==> config.mk <==
export PLATFORM = sky130hd
export DESIGN_NAME = fbdrf_ctrl
export DESIGN_NICKNAME = d
export VERILOG_FILES = /design/src/rtl/fbdrf_pkg.sv /design/src/rtl/fbdrf_ctrl.sv
export SDC_FILE = /design/constraint.sdc
export NUM_CORES = 1
export LEC_CHECK = 0
export BUFFER_PORTS_ARGS = -buffer_cell sky130_fd_sc_hd__buf_4
export CORE_AREA = 4 4 99 101
export CTS_CLUSTER_DIAMETER = 150
export DETAILED_ROUTE_END_ITERATION = 8
export DIE_AREA = 0 0 103 105
export PLACE_DENSITY = 0.77
export SLEW_MARGIN = 10
export SYNTH_ARGS = -nofsm -noshare
export SYNTH_HDL_FRONTEND = slang
export SYNTH_SLANG_ARGS = --single-unit
==> constraint.sdc <==
create_clock -name clk_i -period 2.46 [get_ports clk_i]
set_input_delay 0.492 -clock clk_i [delete_from_list [all_inputs] [get_ports clk_i]]
set_output_delay 0.492 -clock clk_i [all_outputs]
set_load 0.02 [all_outputs]
==> src/rtl/fbdrf_pkg.sv <==
// ----------------------------------------------------------------------------
// fbdrf_pkg : shared types and constants of the dirty row finder
// Item layouts, controller command and status groups, register map.
// ----------------------------------------------------------------------------
`default_nettype none

package fbdrf_pkg;

  localparam int DATA_W     = 32;
  localparam int WADDR_W    = 16;
  localparam int LAG_W      = 4;
  localparam int ROW_OUT_W  = 9;

  // lag thresholds: below LAG_HALF all rows, below LAG_QUARTER half, else quarter
  localparam logic [LAG_W-1:0] LAG_HALF    = 4'd4;
  localparam logic [LAG_W-1:0] LAG_QUARTER = 4'd6;

  localparam int PADDR_W = 3;
  localparam int PDATA_W = 32;
  localparam logic [0:0] REG_COLOR_MODE = 1'b0;  // register index, paddr[2]

  localparam logic MODE_WRITE = 1'b0;
  localparam logic MODE_TICK  = 1'b1;

  typedef struct packed {
    logic               mode;
    logic [WADDR_W-1:0] word_addr;
    logic [DATA_W-1:0]  word_data;
    logic [LAG_W-1:0]   time_adjust;
    logic               force_full;
  } in_item_t;

  typedef struct packed {
    logic                 changed;
    logic [ROW_OUT_W-1:0] top_row;
    logic [ROW_OUT_W-1:0] bottom_row;
  } out_item_t;

  typedef struct packed {
    logic wr_word;   // store the input word
    logic clear;     // write zero to both stores at the sweep address
    logic load_up;   // point at the first word of start_row
    logic load_dn;   // point at the last word before start_row
    logic issue;     // read both stores and advance
    logic dir_dn;    // advance downward
    logic copy;      // copy the word in flight into the shadow
  } fbdrf_cmd_t;

  typedef struct packed {
    logic mismatch;   // word in flight differs
    logic tag_vld;    // a read is in flight
    logic addr_zero;  // address counter at word 0
    logic clr_last;   // sweep address at the last word
  } fbdrf_status_t;

endpackage

`default_nettype wire

==> src/rtl/fbdrf_ctrl.sv <==
// ----------------------------------------------------------------------------
// fbdrf_ctrl : sequencer of the dirty row finder
// Runs the clearing sweep, the forward and backward scans and the row copy.
// ----------------------------------------------------------------------------
`default_nettype none

module fbdrf_ctrl #(
  parameter int ROWS  = 342,
  parameter int ROW_W = $clog2(ROWS + 1)
) (
  input  wire logic                     clk_i,
  input  wire logic                     rst_ni,
  input  wire logic                     in_valid_i,
  output logic                          in_ready_o,
  input  wire fbdrf_pkg::in_item_t      in_data_i,
  output logic                          out_valid_o,
  input  wire logic                     out_ready_i,
  output fbdrf_pkg::out_item_t          out_data_o,
  output fbdrf_pkg::fbdrf_cmd_t         cmd_o,
  output logic [ROW_W-1:0]              start_row_o,
  input  wire fbdrf_pkg::fbdrf_status_t status_i,
  input  wire logic [ROW_W-1:0]         row_i,
  input  wire logic [ROW_W-1:0]         tag_row_i
);
  import fbdrf_pkg::*;

  localparam logic [2:0] ST_CLEAR = 3'd0;
  localparam logic [2:0] ST_IDLE  = 3'd1;
  localparam logic [2:0] ST_FWD   = 3'd2;
  localparam logic [2:0] ST_BWDLD = 3'd3;
  localparam logic [2:0] ST_BWD   = 3'd4;
  localparam logic [2:0] ST_COPY  = 3'd5;
  localparam logic [2:0] ST_DONE  = 3'd6;

  localparam logic [ROW_W-1:0] BAND_FULL    = ROW_W'(ROWS);
  localparam logic [ROW_W-1:0] BAND_HALF    = ROW_W'(ROWS / 2);
  localparam logic [ROW_W-1:0] BAND_QUARTER = ROW_W'(ROWS / 4);

  function automatic logic [ROW_OUT_W-1:0] to_out(input logic [ROW_W-1:0] r);
    logic [ROW_W+ROW_OUT_W-1:0] e;
    e = {{ROW_OUT_W{1'b0}}, r};
    return e[ROW_OUT_W-1:0];
  endfunction

  logic [2:0]       state_q, state_d;
  logic [ROW_W-1:0] resume_q, resume_d;
  logic [ROW_W-1:0] band_q, band_d;
  logic [ROW_W-1:0] top_q, top_d;
  logic [ROW_W-1:0] bot_q, bot_d;
  logic [ROW_W-1:0] limit_q, limit_d;
  logic [ROW_W-1:0] endr_q, endr_d;
  logic             chg_q, chg_d;
  logic             iss_done_q, iss_done_d;
  logic             out_vld_q, out_vld_d;
  out_item_t        out_q, out_d;
  logic             issue;
  logic [ROW_W:0]   sum;

  assign sum = {1'b0, tag_row_i} + {1'b0, band_q};

  always_comb begin
    state_d     = state_q;
    resume_d    = resume_q;
    band_d      = band_q;
    top_d       = top_q;
    bot_d       = bot_q;
    limit_d     = limit_q;
    endr_d      = endr_q;
    chg_d       = chg_q;
    iss_done_d  = iss_done_q;
    out_vld_d   = out_vld_q && !out_ready_i;
    out_d       = out_q;
    cmd_o       = '0;
    start_row_o = resume_q;
    issue       = 1'b0;
    in_ready_o  = (state_q == ST_IDLE);

    case (state_q)
      ST_CLEAR: begin
        cmd_o.clear = 1'b1;
        if (status_i.clr_last) begin
          state_d = ST_IDLE;
        end
      end
      ST_IDLE: begin
        if (in_valid_i) begin
          if (in_data_i.mode == MODE_WRITE) begin
            cmd_o.wr_word = 1'b1;
          end else begin
            if (in_data_i.time_adjust < LAG_HALF) begin
              band_d = BAND_FULL;
            end else if (in_data_i.time_adjust < LAG_QUARTER) begin
              band_d = BAND_HALF;
            end else begin
              band_d = BAND_QUARTER;
            end
            endr_d        = ROW_W'(ROWS);
            cmd_o.load_up = 1'b1;
            if (in_data_i.force_full) begin
              start_row_o = '0;
              top_d       = '0;
              bot_d       = ROW_W'(ROWS);
              chg_d       = 1'b1;
              state_d     = ST_COPY;
            end else begin
              state_d = ST_FWD;
            end
          end
        end
      end
      ST_FWD: begin
        issue       = !status_i.mismatch && (row_i < endr_q);
        cmd_o.issue = issue;
        if (status_i.mismatch) begin
          top_d = tag_row_i;
          if (sum >= (ROW_W+1)'(ROWS)) begin
            limit_d  = ROW_W'(ROWS);
            resume_d = '0;
          end else begin
            limit_d  = sum[ROW_W-1:0];
            resume_d = sum[ROW_W-1:0];
          end
          state_d = ST_BWDLD;
        end else if (!issue && !status_i.tag_vld) begin
          resume_d = '0;
          chg_d    = 1'b0;
          top_d    = '0;
          bot_d    = '0;
          state_d  = ST_DONE;
        end
      end
      ST_BWDLD: begin
        start_row_o   = limit_q;
        cmd_o.load_dn = 1'b1;
        iss_done_d    = 1'b0;
        state_d       = ST_BWD;
      end
      ST_BWD: begin
        issue        = !status_i.mismatch && !iss_done_q;
        cmd_o.issue  = issue;
        cmd_o.dir_dn = 1'b1;
        if (issue && status_i.addr_zero) begin
          iss_done_d = 1'b1;
        end
        start_row_o = top_q;
        if (status_i.mismatch || (!issue && !status_i.tag_vld)) begin
          // without a hit from below the band ends one row past its top
          if (status_i.mismatch) begin
            bot_d = tag_row_i + ROW_W'(1);
          end else begin
            bot_d = top_q + ROW_W'(1);
          end
          endr_d        = bot_d;
          chg_d         = 1'b1;
          cmd_o.dir_dn  = 1'b0;
          cmd_o.load_up = 1'b1;
          state_d       = ST_COPY;
        end
      end
      ST_COPY: begin
        issue       = (row_i < endr_q);
        cmd_o.issue = issue;
        cmd_o.copy  = 1'b1;
        if (!issue && !status_i.tag_vld) begin
          state_d = ST_DONE;
        end
      end
      ST_DONE: begin
        if (!out_vld_q || out_ready_i) begin
          out_vld_d        = 1'b1;
          out_d.changed    = chg_q;
          out_d.top_row    = to_out(top_q);
          out_d.bottom_row = to_out(bot_q);
          state_d          = ST_IDLE;
        end
      end
      default: begin
        state_d = ST_IDLE;
      end
    endcase
  end

  always_ff @(posedge clk_i or negedge rst_ni) begin
    if (!rst_ni) begin
      state_q    <= ST_CLEAR;
      resume_q   <= '0;
      iss_done_q <= 1'b0;
      out_vld_q  <= 1'b0;
    end else begin
      state_q    <= state_d;
      resume_q   <= resume_d;
      iss_done_q <= iss_done_d;
      out_vld_q  <= out_vld_d;
    end
  end

  always_ff @(posedge clk_i) begin
    band_q  <= band_d;
    top_q   <= top_d;
    bot_q   <= bot_d;
    limit_q <= limit_d;
    endr_q  <= endr_d;
    chg_q   <= chg_d;
    out_q   <= out_d;
  end

  assign out_valid_o = out_vld_q;
  assign out_data_o  = out_q;

endmodule

`default_nettype wire

==> results.toml <==
[sta]
rsz0062_at_grt = "yes"
finalMaxSlewViolations = 0
finalHoldViolCount = 0
period_needed_ps = 2400
setup_violations = 0
post-route-period-util_pct = 97.7
fmax_mhz = 416
tightest_slew_ps = 474
max-slew-margin-rel_pct = 68.4
fin_ws_ps = 56.0
finClkSkew_ps = 12.9

[pwr]
total_power_mw = 4.99
power_density_nw_per_um2 = 905
leakagePower_nw = 2.32
max-vdd-ir-drop_uv = 334

[synthesis]
netlist_area_um2 = 4100
synth_edf_count = 61
synth_ff_type = "edfxtp_1"
syn_area_per_cell_um2 = 11.8
syn_inst = 347
synth-seq-cells = 75
ys_types = 74
syn-num-nets = 446
yosys_warnings = 0
ys_seq_area_share_pct = 53.2
synthArstFlopShare_pct = 18.7

[worst_setup_path]
worstPathMaxFanout = 6
worstPathRequired_ps = 2560
crit_path_start_kind = "register"
endpoint_kind = "register"
path_cells = "ha_4, fa_2, xor2_1, a32o_1, o221ai_4, a21boi_4, o31ai_4, nand2b_1"
criticalPathCategory = "register to register"
critPathBufInv = 0
slowest_delay_ps = 420
slowest_stage = "edfxtp_1"
path_delay_family = "compound AO/OA/AOI/OAI gates"
cp.arrival_ps = 2500

[place]
place_congestion = 0.830
dp_worst_setup_slack_ps = -232
port_buffers = 67
place.detailed.hpwl_mm = 7.65

[clock_tree]
clockBufferDepth = 2
cts_root_buffer = "clkbuf_8"
cts_made_buffers = 9
cts_max_level = 3
numClockSinks = 75
clk_pin_slew_ps = 90
clock_latency_ps = 360
cts_tree = "done"

[routing]
routedWlPerCell_um = 17.3
dr.pass1.iters = 5
ant_nets = 0
drc_errors = 0
drt_iter0_markers = 215
vias_per_cell = 5.56
routed_wl_mm = 10.0
dr_total_vias = 3206

[flow_run]
drv_cap = 0

[finish]
drive_above_1_share_pct = 39.7
diodes = 0
area_growth_pct = 34.5
layout.nets = 560

[floorplanning]
io_pins = 117
die_h_um = 105
start_util_pct = 45.5
fp.dieW_um = 103
rows = 35
die_area_um2 = 10800
coreArea_um2 = 9020

[global_routing]
grt_max_degree = 31
grt_pass1_vias = 3193
antenna_found_initial = 0
grt_usage_pct = 18.4
grt_overflow = 0
grt_pass1_wl_mm = 15.5

[status]
status = "completed"

[worst_hold_path]
hp-class = "input port to register"
==> state kept, by name, indices dropped and copies added (netlist names), 3 cells and up <==
signal	count
out_data_o	19
bot_q	9
endr_q	9
limit_q	9
resume_q	9
top_q	9
band_q	5
state_q	3
==> power breakdown <==
group	internal, mW	total, mW	switching [mW]
clock	0.404	0.937	0.533
sequential	1.69	1.81	0.128
combinational	1.01	2.24	1.23
total	3.10	4.99	1.89
==> cell type report <==
class	count	area, um^2
tap	111	139
sequential	75	2190
multi-input combinational	231	1970
clock buffer	9	124
inverter	28	105
clock inverter	7	78.8
fill	728	3500
timing repair buffer	116	917
==> logic make-up (layout without fill, tap and decap cells) <==
group / Yosys count / in the layout / share of synthesized area [%]
flops: 75 / 75 / 53.2
simple gates: 104 / 104 / 13.7
fa+ha+maj: 19 / 19 / 5.98
mux: 6 / 6 / 1.52
compound gates: 91 / 91 / 18.8
xor+xnor: 11 / 11 / 2.53
buf+inv: 41 / 160 / 4.24
==> cell usage after synthesis (all sizes together) (7+ instances only) <==
master | n | area (um^2)
o21ai | 12 | 67.6
nand3 | 9 | 50.1
nor2 | 23 | 91.3
dfrtp | 14 | 350
nand2 | 26 | 100
and3 | 11 | 68.8
clkbuf | 7 | 26.3
xnor2 | 8 | 77.6
edfxtp | 61 | 1830
a222oi | 9 | 90.1
nand2b | 8 | 50.1
ha | 18 | 225
inv | 28 | 105
a21oi | 16 | 80.1
==> layout by cell type (no fill, tap or decap), drive strengths merged, types with 5 or more instances in the layout <==
master	synthesis	routed
a21oi	16	16
a222oi	9	9
a22o	6	6
a32o	6	6
and3	11	11
buf	6	115
clkbuf	7	9
dfrtp	14	14
edfxtp	61	61
ha	18	18
inv	28	33
nand2	26	26
nand2b	8	8
nand3	9	9
nor2	23	23
nor2b	5	5
nor3b	5	5
o21ai	12	12
xnor2	8	8
==> metrics by stage <==
| step | TNS [ps] | area (um^2) | hold slack, ps | util (%) | instances |
|---|---|---|---|---|---|
| 6_report | 0 | 5520 | 410 | 61.2 | 577 |
| 5_1_grt | -139 | 5520 | 393 | 61.2 | 577 |
| 4_1_cts | 0 | 5310 | 389 | 58.9 | 573 |
| 3_5_place_dp | -2560 | 5060 | 358 | 56.1 | 555 |
| 3_3_place_gp | -2020 | 5060 | 357 | 56.1 | 555 |
| 2_1_floorplan | 0 | 4140 | 196 | - | 347 |
==> path summary, 6_finish.rpt <==
check	slack (ps)	cells past startpoint	to	start
setup / recovery	60	8	limit_q[2]$_SDFFCE_PP1P_	band_q[0]$_SDFFCE_PN0P_
hold / removal	410	2	iss_done_q$_DFFE_PN0P_	status_i[1]
setup reg to reg	60	8	limit_q[2]$_SDFFCE_PP1P_	band_q[0]$_SDFFCE_PN0P_
hold reg to reg	430	0	out_data_o[7]$_DFFE_PP_	bot_q[7]$_DFFE_PP_
max in group asynchronous	1740	2	state_q[0]$_DFFE_PN0P_	rst_ni
min in group asynchronous	520	2	state_q[1]$_DFFE_PN0P_	rst_ni
==> layer usage <==
layer	track usage, %	wire length [um]	share of wire, %	up-vias
li1	-	-	-	1553
met1	22.0	3960	40	1537
met2	32.7	5340	53	105
met3	4.21	565	5.7	11
met4	5.18	136	1.4	0
met5	0	0	0	-
==> worst register-to-register path, stage by stage, from the launching register on <==
cell and delay (ps):
edfxtp_1 420, ha_4 180, fa_2 380, xor2_1 200, a32o_1 240, o221ai_4 210, a21boi_4 120, o31ai_4 300
nand2b_1 110
==> what timing repair did <==
action	CTS	global route
endpoints found under the setup margin	16	22
hold buffers	1	0
pin swaps	6	15
gates resized for setup	4	34
endpoints found under the hold margin	14	0
buffers inserted	1	4
Note: power is estimated with default switching activity, not from simulation.
